===== src/design/ffc_pkg.sv =====
// ----------------------------------------------------------------------------
// ffc_pkg
// Shared types and constants for the float format converter: command codes,
// fp32 special patterns and the result bundles of the encode/decode units.
// ----------------------------------------------------------------------------
package ffc_pkg;

    // conversion commands
    typedef enum logic [2:0] {
        CMD_F32_TO_F16  = 3'd0,
        CMD_F16_TO_F32  = 3'd1,
        CMD_F32_TO_BF16 = 3'd2,
        CMD_BF16_TO_F32 = 3'd3,
        CMD_F32_TO_F8   = 3'd4,
        CMD_F8_TO_F32   = 3'd5
    } t_cmd;

    localparam int unsigned CMD_W = 3;
    localparam int unsigned WORD_W = 32;

    // fp32 special patterns
    localparam logic [31:0] F32_CANON_NAN = 32'h7FC0_0000;
    localparam logic [31:0] F32_INF       = 32'h7F80_0000;

    // narrow special patterns
    localparam logic [14:0] F16_INF   = 15'h7C00;
    localparam logic [6:0]  F8_MAXPAT = 7'h7F;

    // encoder results, one per narrow format
    typedef struct packed {
        logic [15:0] fp16;
        logic [15:0] bf16;
        logic [7:0]  fp8;
    } t_enc_res;

    // decoder results, all fp32
    typedef struct packed {
        logic [31:0] from_fp16;
        logic [31:0] from_bf16;
        logic [31:0] from_fp8;
    } t_dec_res;

endpackage


===== src/design/ffc_encode.sv =====
// ----------------------------------------------------------------------------
// ffc_encode
// fp32 to fp16, bf16 and fp8 E4M3 encoders, all evaluated in parallel.
// ----------------------------------------------------------------------------
module ffc_encode (
    input  logic [31:0]       i_value_bits,
    output ffc_pkg::t_enc_res o_enc
);
    import ffc_pkg::*;

    logic        sign;
    logic [7:0]  ex;
    logic [22:0] man;
    logic [23:0] m24;

    assign sign = i_value_bits[31];
    assign ex   = i_value_bits[30:23];
    assign man  = i_value_bits[22:0];
    assign m24  = {1'b1, man};

    // fp16: truncate normals, round half up in the subnormal range
    always_comb begin
        logic [7:0]  sh8;
        logic [4:0]  sh;
        logic [4:0]  rb_idx;
        logic [23:0] shifted;
        logic [10:0] sub;
        logic [7:0]  e8;
        sh8     = 8'd126 - ex;
        sh      = sh8[4:0];
        rb_idx  = sh - 5'd1;
        shifted = m24 >> sh;
        sub     = shifted[10:0] + {10'd0, m24[rb_idx]};
        e8      = ex - 8'd112;
        if (ex == 8'hFF) begin
            o_enc.fp16 = {sign, F16_INF[14:1], (man != 23'd0)};
        end else if (ex < 8'd102) begin
            o_enc.fp16 = {sign, 15'd0};
        end else if (ex <= 8'd112) begin
            o_enc.fp16 = {sign, 4'd0, sub};
        end else if (ex >= 8'd143) begin
            o_enc.fp16 = {sign, F16_INF};
        end else begin
            o_enc.fp16 = {sign, e8[4:0], man[22:13]};
        end
    end

    // bf16: round to nearest even, all-ones exponent truncated
    always_comb begin
        logic [15:0] upper;
        logic [15:0] low;
        logic        rnd;
        upper = i_value_bits[31:16];
        low   = i_value_bits[15:0];
        rnd   = (low > 16'h8000) || ((low == 16'h8000) && upper[0]);
        if (ex == 8'hFF) begin
            o_enc.bf16 = upper;
        end else begin
            o_enc.bf16 = upper + {15'd0, rnd};
        end
    end

    // fp8 e4m3: truncate normals, round half up subnormals, saturate to 0x7f
    always_comb begin
        logic [7:0]  sh8;
        logic [4:0]  sh;
        logic [4:0]  rb_idx;
        logic [23:0] shifted;
        logic [3:0]  sub;
        logic [7:0]  e8;
        sh8     = 8'd141 - ex;
        sh      = sh8[4:0];
        rb_idx  = sh - 5'd1;
        shifted = m24 >> sh;
        sub     = shifted[3:0] + {3'd0, m24[rb_idx]};
        e8      = ex - 8'd120;
        if (ex == 8'hFF) begin
            o_enc.fp8 = {sign, F8_MAXPAT};
        end else if (ex < 8'd117) begin
            o_enc.fp8 = {sign, 7'd0};
        end else if (ex <= 8'd120) begin
            o_enc.fp8 = {sign, 3'd0, sub};
        end else if (ex >= 8'd135) begin
            o_enc.fp8 = {sign, F8_MAXPAT};
        end else begin
            o_enc.fp8 = {sign, e8[3:0], man[22:20]};
        end
    end

endmodule


===== src/design/ffc_decode.sv =====
// ----------------------------------------------------------------------------
// ffc_decode
// Exact fp16, bf16 and fp8 E4M3 to fp32 decoders, evaluated in parallel.
// ----------------------------------------------------------------------------
module ffc_decode (
    input  logic [31:0]       i_value_bits,
    output ffc_pkg::t_dec_res o_dec
);
    import ffc_pkg::*;

    // fp16 source
    always_comb begin
        logic        sign;
        logic [4:0]  ex;
        logic [9:0]  man;
        logic [3:0]  p;
        logic [4:0]  lsh;
        logic [23:0] norm;
        logic [7:0]  sub_ex;
        logic [7:0]  nrm_ex;
        sign = i_value_bits[15];
        ex   = i_value_bits[14:10];
        man  = i_value_bits[9:0];
        // leading one position of the subnormal mantissa
        p = 4'd0;
        for (int i = 0; i < 10; i++) begin
            if (man[i]) begin
                p = 4'(i);
            end
        end
        lsh    = 5'd23 - {1'b0, p};
        norm   = {14'd0, man} << lsh;
        sub_ex = {4'd0, p} + 8'd103;
        nrm_ex = {3'd0, ex} + 8'd112;
        if (ex == 5'd0) begin
            if (man == 10'd0) begin
                o_dec.from_fp16 = {sign, 31'd0};
            end else begin
                o_dec.from_fp16 = {sign, sub_ex, norm[22:0]};
            end
        end else if (ex == 5'd31) begin
            o_dec.from_fp16 = (man != 10'd0) ? F32_CANON_NAN : ({sign, 31'd0} | F32_INF);
        end else begin
            o_dec.from_fp16 = {sign, nrm_ex, man, 13'd0};
        end
    end

    // bf16 source
    always_comb begin
        logic [31:0] x;
        x = {i_value_bits[15:0], 16'd0};
        if ((x[30:23] == 8'hFF) && (x[22:16] != 7'd0)) begin
            o_dec.from_bf16 = F32_CANON_NAN;
        end else begin
            o_dec.from_bf16 = x;
        end
    end

    // fp8 e4m3 source, exponent 15 always nan
    always_comb begin
        logic        sign;
        logic [3:0]  ex;
        logic [2:0]  man;
        logic [1:0]  p;
        logic [4:0]  lsh;
        logic [23:0] norm;
        logic [7:0]  sub_ex;
        logic [7:0]  nrm_ex;
        sign = i_value_bits[7];
        ex   = i_value_bits[6:3];
        man  = i_value_bits[2:0];
        p = 2'd0;
        for (int i = 0; i < 3; i++) begin
            if (man[i]) begin
                p = 2'(i);
            end
        end
        lsh    = 5'd23 - {3'd0, p};
        norm   = {21'd0, man} << lsh;
        sub_ex = {6'd0, p} + 8'd118;
        nrm_ex = {4'd0, ex} + 8'd120;
        if (ex == 4'd0) begin
            if (man == 3'd0) begin
                o_dec.from_fp8 = {sign, 31'd0};
            end else begin
                o_dec.from_fp8 = {sign, sub_ex, norm[22:0]};
            end
        end else if (ex == 4'd15) begin
            o_dec.from_fp8 = F32_CANON_NAN;
        end else begin
            o_dec.from_fp8 = {sign, nrm_ex, man, 20'd0};
        end
    end

endmodule


===== src/design/float_format_converter_unit.sv =====
// ----------------------------------------------------------------------------
// float_format_converter_unit
// Accepted start beats pass the input and result registers to o_valid.
// Throughput: one beat per cycle; busy is held low, the path is fully
// registered (input register, encode/decode logic, result register).
// Reset: synchronous active-low i_rst_n clears the valid flags only.
// The receiver cannot stall; each result is shown for exactly one cycle.
// ----------------------------------------------------------------------------
module float_format_converter_unit (
    input  logic                       i_clk,
    input  logic                       i_rst_n,
    input  logic                       start,
    output logic                       busy,
    input  logic [ffc_pkg::CMD_W-1:0]  i_cmd,
    input  logic [ffc_pkg::WORD_W-1:0] i_value_bits,
    output logic                       o_valid,
    output logic [ffc_pkg::WORD_W-1:0] o_result_bits
);
    import ffc_pkg::*;

    logic              r_in_valid;
    logic [CMD_W-1:0]  r_cmd;
    logic [WORD_W-1:0] r_value;
    logic              r_out_valid;
    logic [WORD_W-1:0] r_result;
    logic [WORD_W-1:0] n_result;
    logic              accept;

    t_enc_res enc;
    t_dec_res dec;

    // never stalls the sender
    assign busy   = 1'b0;
    assign accept = start && !busy;

    // input register
    always_ff @(posedge i_clk) begin
        if (!i_rst_n) begin
            r_in_valid <= 1'b0;
        end else begin
            r_in_valid <= accept;
        end
    end

    always_ff @(posedge i_clk) begin
        if (accept) begin
            r_cmd   <= i_cmd;
            r_value <= i_value_bits;
        end
    end

    ffc_encode u_encode (
        .i_value_bits (r_value),
        .o_enc        (enc)
    );

    ffc_decode u_decode (
        .i_value_bits (r_value),
        .o_dec        (dec)
    );

    // pick the result for the command
    always_comb begin
        case (t_cmd'(r_cmd))
            CMD_F32_TO_F16:  n_result = {16'd0, enc.fp16};
            CMD_F16_TO_F32:  n_result = dec.from_fp16;
            CMD_F32_TO_BF16: n_result = {16'd0, enc.bf16};
            CMD_BF16_TO_F32: n_result = dec.from_bf16;
            CMD_F32_TO_F8:   n_result = {24'd0, enc.fp8};
            CMD_F8_TO_F32:   n_result = dec.from_fp8;
            default:         n_result = '0;
        endcase
    end

    // result register and strobe
    always_ff @(posedge i_clk) begin
        if (!i_rst_n) begin
            r_out_valid <= 1'b0;
        end else begin
            r_out_valid <= r_in_valid;
        end
    end

    always_ff @(posedge i_clk) begin
        if (r_in_valid) begin
            r_result <= n_result;
        end
    end

    assign o_valid       = r_out_valid;
    assign o_result_bits = r_result;

endmodule

===== config.mk =====
export PLATFORM = sky130hd
export DESIGN_NAME = float_format_converter_unit
export DESIGN_NICKNAME = d
export VERILOG_FILES = /design/src/design/ffc_pkg.sv /design/src/design/ffc_encode.sv /design/src/design/ffc_decode.sv /design/src/design/float_format_converter_unit.sv
export SDC_FILE = /design/constraint.sdc
export NUM_CORES = 1
export LEC_CHECK = 0
export BUFFER_PORTS_ARGS = -buffer_cell sky130_fd_sc_hd__buf_2
export CORE_MARGIN = 3
export CORE_UTILIZATION = 40
export DETAILED_ROUTE_END_ITERATION = 12
export SLEW_MARGIN = 20
export SYNTH_ARGS = -nofsm -noshare
export SYNTH_HDL_FRONTEND = slang
export SYNTH_SLANG_ARGS = --single-unit

===== constraint.sdc =====
create_clock -name i_clk -period 7.66 [get_ports i_clk]
set_input_delay 0.383 -clock i_clk [delete_from_list [all_inputs] [get_ports i_clk]]
set_output_delay 0.383 -clock i_clk [all_outputs]
set_load 0.01 [all_outputs]

Word-level counts from Yosys, hierarchy flattened --
Index checks and enable logic that the tools add are counted.
Storage, ports and cells: output and inout bits 34, word-level logic and storage cells 87, bits in registers 69, input port bits 38
Cells by class: reductions and logical operators 11, shifts and indexed selects 4, $lt $le $gt $ge 9, mux-type cells 33, eq/ne operators 10, add/subtract/negate cells 15
Operators with widths (number):
- $mux W32 | 6
- $pmux W32 S6 | 1
- $mux W31 | 2
- $mux W15 | 4
- $mux W4 | 8
- $mux W7 | 4
- $shr A24 B5 Y11 | 1
- $shr A24 B5 Y4 | 1
- $reduce_bool A23 Y1 | 1
- $shl A10 B5 Y23 | 1
- $shl A3 B5 Y23 | 1
- $add A16 B1 Y16 | 1
- $add A4 B7 Y8 const B | 2
- $eq A16 B16 Y1 const B | 1
- $eq A8 B8 Y1 const B | 2
- $ge A8 B8 Y1 const B | 2
- $gt A16 B16 Y1 const B | 1
- $le A8 B7 Y1 const B | 2
- $lt A8 B7 Y1 const B | 2
- $mux W16 | 1
- $lt A5 B6 Y1 const B | 2
- $add A11 B1 Y11 | 1
- $bmux W1 S5 | 2
- $logic_not A10 Y1 | 1
- 24 further kinds | 32

Longest topological paths before layout --
Gate-level depths: netlist (run 1).
depth in word-level cells 14, depth in mapped cells 22, depth with buffers taken out 15

Cells and area by module --
From an unflattened synthesis (run 1), not the netlist that was laid out.
Unflattened totals: cell total of the unflattened synthesis 898, area total of the unflattened synthesis 8180.3 um^2
By module, submodules not included:
- ffc_encode | times used 1, cells each 433, seq. area each 0.0 um^2, area each 3427.0 um^2
- float_format_converter_unit | times used 1, cells each 248, seq. area each 2052.0 um^2, area each 3383.2 um^2
- ffc_decode | times used 1, cells each 217, seq. area each 0.0 um^2, area each 1370.1 um^2

Least setup slack after synthesis (run 1) --
OpenSTA, ideal clock, no wires.
kind flip-flop to flip-flop, start register r_value[23], end register r_result[1], in the netlist o_result_bits[1] (data pin), path buffers 7, required time 7.387 ns, clock period less this slack 4.854 ns, stages on the path, launching flop included 22, data arrival time 4.581 ns, setup time 0.273 ns, path slack 2.806 ns, path through edfxtp_1 buf_2 inv_1 buf_2 buf_2 buf_1 ha_1 buf_4 buf_6 buf_2 inv_1 nor3_1 xnor2_1 mux4_2 mux2_2 o211ai_1 o31ai_1 ha_1 ha_1 a22o_1 a221oi_1 o22ai_1
On the way: word-level cells in the longest chain between the ends 9, elaborated cells on any way between the ends 29, classes of those cells 6 x add/sub; 6 x order compare; 1 x eq/ne; 2 x shift; 14 x mux
RTL lines:
- from (decl) | line float_format_converter_unit.sv:23 | logic [WORD_W-1:0] r_value;
- from (signal assigned) | line float_format_converter_unit.sv:48 | r_value <= i_value_bits;
- $sub A5 B5 Y5 / $sub A4 B5 Y5 (equally long branches) | line ffc_encode.sv:29, ffc_encode.sv:71
- $sub A5 B1 Y5 (on tied branches) | line ffc_encode.sv:31, ffc_encode.sv:73
- $bmux W1 S5 (on tied branches) | line ffc_encode.sv:33, ffc_encode.sv:75
- $mux W1 (on tied branches) | line ffc_encode.sv:33, ffc_encode.sv:75
- $add A11 B1 Y11 / $add A4 B1 Y4 (equally long branches) | line ffc_encode.sv:33, ffc_encode.sv:75
- $mux W15 / $mux W7 (equally long branches) | line ffc_encode.sv:39, ffc_encode.sv:81
- $mux W15 / $mux W7 (equally long branches) | line ffc_encode.sv:37, ffc_encode.sv:79
- $mux W15 / $mux W7 (equally long branches) | line ffc_encode.sv:35, ffc_encode.sv:77
- $pmux W32 S6 (*) | line float_format_converter_unit.sv:64 | case (t_cmd'(r_cmd))
- via n_result[1] | line float_format_converter_unit.sv:26 | logic [WORD_W-1:0] n_result;
- to (signal assigned) | line float_format_converter_unit.sv:86 | r_result <= n_result;
- to (decl) | line float_format_converter_unit.sv:25 | logic [WORD_W-1:0] r_result;
The timed path passes the listed nets; every way through them passes the cells marked *. The select of a mux whose other input is x is not followed. A chain may end at the register's enable or synchronous reset.

Worst setup path in the final report (run 1) --
start register r_value[24], end register r_result[1], in the netlist o_result_bits[1] (data pin)
The elaborated chain is that of the path after synthesis.

==> summary.txt, run 1 <==
Outcome
  • Result of the run: complete, no violations

Finish
  • Layout cell share with drive strength beyond 1: 0.205
  • Antenna fix cells: 0
  • P&R area growth vs syn: 9.42%
  • Post-route cell area: 7310 sq um
  • Nets: roughly 800
  • Final Non-Filler Cells: between 900 and 1000

Global routing
  • First-pass GRT wire length: ~33 mm
  • Largest net degree at the start of global routing: 50
  • Initial antenna violation count: 0
  • Total gr overflow: 0
  • Vias in the first global route: around 5600
  • Overall Global Routing Usage: 0.225

Route
  • DR WL met3: 1.74 mm
  • Post-DRT Antenna Nets: 0
  • Routed len/inst: between 20 and 25 microns
  • Iter 0 DRT Violations: between 700 and 800
  • Top Metal Used: met4
  • Met2 routed WL: 9.10 mm
  • Vias/cell: 6.19
  • DRC viols: 0
  • Drt first pass iters: 7
  • Met1 WL: ~9.0 mm
  • Vias: between 6000 and 7000
  • Post-Route WL: between 20 and 25 mm

Synth
  • Syn_nets: around 790
  • Mapped cell area: between 6000 and 7000 sq um
  • YS warnings: 0
  • Count leader, synth: nand2_1
  • Avg Cell Area, Syn: 9.11 sq um
  • Synth cell count leaders: 82 x nand2_1, 68 x nor2_1, 67 x edfxtp_1, 58 x mux2i_1, 45 x clkbuf_1
  • Yosys reg bits: approximately 70
  • Post-synth EDFFs: 67
  • Sequential fraction of the synthesis area: 0.307
  • Synth cell types: 74
  • Synth top area cells: edfxtp_1 30%, mux4_2 9.1%, mux2i_1 8.7%
  • Post-Syn Instances: between 700 and 800
  • Synth async-reset ratio: 0
  • Top cell type by total area after synthesis: edfxtp_1
  • Synth Flop Type: edfxtp_1
  • Top-area cell type share of the netlist area: 0.301

Setup path
  • Critical-path maximum fanout: 43
  • R2R Path End: o_result_bits[1]
  • Critical path class: register to register
  • Worst r2r src: r_value[24]
  • CP peak stage delay: ~1.1 ns
  • R2R depth: 15
  • Critical path data arrival time: ~5.2 ns
  • CP Cell Sequence: buf_4 -> inv_1 -> ha_2 -> inv_1 -> nor3_1 -> xnor2_1 -> mux4_2 -> mux2_2 -> o211ai_1 -> o31ai_1 -> ha_1 -> ha_1 -> a22o_1 -> a221oi_1 -> o22ai_1
  • Startpoint Class: register
  • Reg-to-reg slack, setup: 2.53 ns
  • Crit-path slowest cell: ha_2
  • Setup crit end kind: register
  • Req. time, crit path: between 7 and 8 ns

Place
  • Placed insts: ~950
  • Final GP Congestion: just under 1
  • DP Area: between 7000 and 8000 sq um
  • Pre-CTS WS: 2.56 ns
  • Post-DP HPWL: between 10 and 15 mm
  • IO buf count: 70

Clocking
  • Clk root buf: clkbuf_16
  • Clock slew at the register clock pins of the worst setup and hold paths: ~0.070 ns
  • Post-CTS sizing: 0
  • H-Tree Level Count: 3
  • Clk_lat worst skew: roughly 0.35 ns
  • CTS Sinks: 69
  • CTS tree: done
  • Setup bufs post-CTS: 0
  • CTS Buf Count: 9
  • # hold bufs at CTS: 0
  • Maximum root-to-sink buffer count: 2

STA
  • Fin crit share: 0.669
  • RSZ-0062 raised after global routing: false
  • Final hold vios: 0
  • Fin Setup TNS: 0 ns
  • Clock Skew: a little under 0.02 ns
  • Period minus WS final: slightly above 5 ns
  • Worst slew pin tran: 1.04 ns
  • Final setup fails: 0
  • Pins Over Slew Limit: 0
  • Final setup margin: about 2.5 ns
  • Fmax: between 0.15 and 0.2 GHz
  • Slew HR: 0.306

Job
  • Max Cap Violations: 0

Floorplanning
  • Initial Utilization: 0.415
  • Core area: roughly 16000 sq um
  • Die Y: about 140 microns
  • Die W: 135 microns
  • IO Pins: slightly above 70
  • Rows: 46
  • Die area: between 15000 and 20000 sq um

Min path
  • Hold endpoint: r_value[21]
  • Hold Path Class: input pin to register
  • Min-delay src: i_value_bits[21]
  • WHS Path Cells: 1

Power
  • Pleak: ~2.7 nW
  • Power per cell area: between 150 and 200 nW/um^2
  • Peak supply drop: 99.3 uV
==> cell usage in the layout, fill, tap and decap left out, types with 4 or more instances in the layout <==
master and instances:
xor2_1 9, o22ai_1 11, nor4_1 7, nor3_1 11, o21ai_1 5, a22oi_1 7, and2_1 9, mux4_2 27
nand4_1 9, nor2_1 68, nand3_1 24, nor3b_1 4, o31ai_1 8, a221oi_1 6, a21o_1 4, ha_1 15
or2_2 4, mux2i_1 58, inv_1 17, buf_4 7, a31oi_1 9, xnor2_1 21, clkbuf_16 9, nand2_1 82
nor2b_1 8, o211ai_1 11, a21boi_0 5, a21oi_1 38, and3_1 7, mux2_2 9, buf_2 70, a211oi_1 8
o21ai_0 38, edfxtp_1 67
==> worst max-delay path by stage <==
stage,start,end,slack [ns],cells past startpoint
after detailed placement,r_value[24],o_result_bits[1],2.56,15
after global placement,r_value[24],o_result_bits[1],2.70,15
after floorplan,r_value[23],o_result_bits[1],2.81,21
after global routing,r_value[24],o_result_bits[1],2.05,15
final,r_value[24],o_result_bits[1],2.53,15
after CTS,r_value[24],o_result_bits[1],2.55,15
==> cell type report <==
type | instances | area [sq um]
multi-input cells | 574 | 4240
well taps | 216 | 270
repair buffers | 77 | 403
flip-flops and latches | 69 | 2050
inverters | 17 | 63.8
fillers | 1608 | 8800
clock inverters | 7 | 57.6
clock buffers | 9 | 225
==> flip-flops by register name, indices dropped and copies added (netlist names) <==
register       cells
r_in_valid         1
r_cmd              3
o_result_bits     32
r_value           32
o_valid            1
==> per-layer routing <==
| layer | GRT usage | up-vias |
|---|---|---|
| met1 | 0.333 | 2861 |
| met4 | 0.0761 | 0 |
| met2 | 0.331 | 324 |
| li1 | - | 2770 |
| met5 | 0 | - |
| met3 | 0.0423 | 46 |
==> critical path, delay by kind of cell (launching register included) <==
family                   cells  cell delay, ns
adder cells (fa/ha/maj)      3            1.65
AO/OA/AOI/OAI                5            0.90
buffers and inverters        3            0.84
multiplexers                 2            0.62
flip-flops                   1            0.32
AND/OR/NAND/NOR              1            0.26
XOR/XNOR                     1            0.23
==> report_power, final <==
part,internal (W),switching [W]
logic,0.000222,0.000292
clock network,0.000224,0.000178
registers,0.000451,0.0000636
==> cells by family after synthesis <==
kind of cell | Yosys count | synth area share
AO/OA/AOI/OAI | 178 | 0.178
XOR/XNOR | 33 | 0.0489
adder cells (fa/ha/maj) | 16 | 0.0300
buffers and inverters | 91 | 0.0599
flip-flops | 69 | 0.307
multiplexers | 94 | 0.193
other | 1 | 0.000561
AND/OR/NAND/NOR | 252 | 0.183
==> stage by stage <==
step | utilization | hold slack (ns) | power, W
final | 0.454 | 0.198 | 0.00143
after global routing | 0.454 | 0.198 | 0.00151
after CTS | 0.453 | 0.189 | 0.00143
after detailed placement | 0.436 | 0.561 | 0.00102
after global placement | 0.436 | 0.560 | 0.00102
after floorplan | - | 0.482 | 0.000891
Power figures use the tool's default switching activity.
==> inputs of run 2 (changes only) <==
Clock period 7.66 ns to 4.5 ns, I/O delays scaled along.
==> run 2 against run 1 <==
  * First-iteration DRC count is 11% higher
  * Maximum frequency is 28% higher
  * Highest routed layer unchanged
  * Cell count is 3.1% higher
  * Via count is 3.4% higher
  * Clock power is 85% higher
  * Combinational power is 86% higher
==> summary.txt, run 2 (synthesis results as in run 1) <==
STA
  • Period minus WS final: between 3 and 4 ns
  • Fmax: between 0.2 and 0.3 GHz
  • Worst Hold Margin: 0.0426 ns
  • Pins Over Slew Limit: 0
  • Fin crit share: 0.888
  • Final hold vios: 0
  • Final setup margin: 0.503 ns
  • Final setup fails: 0
  • RSZ-0062 raised after global routing: false
  • Worst slew pin tran: between 0.9 and 1 ns
  • Clock Skew: between 0.015 and 0.02 ns
  • Fin Setup TNS: 0 ns
  • Slew HR: 0.343

Route
  • Post-Route WL: 21.2 mm
  • Iter 0 DRT Violations: 846
  • Routed len/inst: 21.2 microns
  • Vias: between 6000 and 7000
  • Vias/cell: 6.21
  • DRC viols: 0
  • Drt first pass iters: 6
  • Post-DRT Antenna Nets: 0

Power
  • Power per cell area: about 340 nW/um^2
  • P_sw: just over 0.0009 W
  • Power Internal: approximately 0.0016 W
  • Clock Power Share: 0.293
  • Pleak: roughly 2.9 nW
  • Comb power frac: 0.377
  • Peak supply drop: 205 uV
  • Sequential power share: 0.330
  • Sw frac: 0.364

Floorplanning
  • IO Pins: 72
  • Die area: about 18000 sq um
  • Core area: approximately 16000 sq um
  • Initial Utilization: 0.415
  • Rows: between 40 and 50
  • Die Y: roughly 140 microns
  • Die W: between 100 and 150 microns

Finish
  • P&R area growth vs syn: 13.2%
  • Most frequent cells in the layout: 82 x nand2_1, 70 x buf_2, 68 x nor2_1, 67 x edfxtp_1, 58 x mux2i_1
  • Layout cell share with drive strength beyond 1: 0.235
  • Post-route cell area: around 7600 sq um
  • Commonest non-fill, non-tap cell in the layout: nand2_1
  • Antenna fix cells: 0
  • Nets: roughly 830
  • FILL cells: approximately 1500

Place
  • Post-DP HPWL: 15.2 mm
  • DP Area: between 7000 and 8000 sq um
  • Final GP Congestion: approximately 0.95
  • IO buf count: 70
  • Pre-CTS WS: ~0.61 ns

Clocking
  • Clk root buf: clkbuf_16
  • # hold bufs at CTS: 0
  • CTS tree: done
  • Clock slew at the register clock pins of the worst setup and hold paths: approximately 0.070 ns
  • CTS Buf Count: 9
  • Post-CTS sizing: 0
  • Maximum root-to-sink buffer count: 2
  • Clk_lat worst skew: 0.36 ns
  • H-Tree Level Count: 3
  • Setup bufs post-CTS: 0
  • CTS Sinks: a little under 70

Setup path
  • Setup crit end kind: register
  • Critical path data arrival time: just over 4 ns
  • Critical-path maximum fanout: 9
  • Critical path class: register to register
  • Req. time, crit path: ~4.6 ns
  • Startpoint Class: register

Global routing
  • Largest net degree at the start of global routing: 43
  • Vias in the first global route: ~5800
  • Overall Global Routing Usage: 0.233
  • First-pass GRT wire length: 33.3 mm
  • Initial antenna violation count: 0
  • Total gr overflow: 0

Outcome
  • Result of the run: complete, no violations

Job
  • Max Cap Violations: 0

Min path
  • Hold Path Class: input pin to register
-- run 2: cell types whose count changed in the layout (fill, tap and decap cells not counted), sizes merged --
cell / before / now
bufinv: 0 / 1
buf: 77 / 107
inv: 21 / 20
-- run 2: per-layer routing --
layer  wire (microns)  vias up  track usage
met3             1970       47       0.0490
met2             9460      363        0.348
met1             9240     2967        0.339
met5                0        -            0
li1                 -     2828            -
met4              510        0       0.0733
-- run 2: metrics by stage --
| stage | utilization | total power [W] | cells |
|---|---|---|---|
| after detailed placement | 0.451 | 0.00179 | 983 |
| after CTS | 0.470 | 0.00254 | 999 |
| final | 0.470 | 0.00254 | 999 |
| after global placement | 0.451 | 0.00178 | 983 |
| after floorplan | - | 0.00152 | 734 |
| after global routing | 0.470 | 0.00267 | 999 |
-- run 2: layout make-up --
| type | instances | area, sq um | area share |
|---|---|---|---|
| inverter | 17 | 63.8 | 0.00843 |
| sequential | 69 | 2050 | 0.271 |
| multi-input combinational | 574 | 4230 | 0.559 |
| tap | 216 | 270 | 0.0357 |
| clock inverter | 7 | 82.6 | 0.0109 |
| clock buffer | 9 | 225 | 0.0298 |
| timing repair buffer | 107 | 641 | 0.0846 |
-- run 2: final timing paths --
path	startpoint	to	slack, ns	cells after the start
min	i_value_bits[18]	r_value[18]	0.04	1
max reg2reg	r_value[24]	o_result_bits[1]	0.50	14
min reg2reg	r_value[31]	o_result_bits[15]	0.70	2
max	r_value[24]	o_result_bits[1]	0.50	14
-- run 2: worst max-delay path: stages, from the launching register on --
cell      delay [ns]
edfxtp_1        0.56
ha_1            0.29
nand2b_4        0.09
a21oi_4         0.27
nor2_2          0.09
xnor2_1         0.30
mux4_2          0.35
mux2_2          0.27
o211ai_1        0.16
o31ai_1         0.13
ha_1            0.26
ha_1            0.29
a22o_1          0.21
a221oi_1        0.31
o22ai_1         0.14
-- run 2: power groups by stage --
| stage | sequential (W) | clock (W) | combinational, W |
|---|---|---|---|
| floorplan | 0.000816 | 0 | 0.000702 |
| global placement | 0.000847 | 0 | 0.000937 |
| detailed placement | 0.000848 | 0 | 0.000939 |
| CTS | 0.000835 | 0.000760 | 0.000944 |
| global route | 0.000843 | 0.000787 | 0.00104 |
| finish | 0.000838 | 0.000742 | 0.000956 |
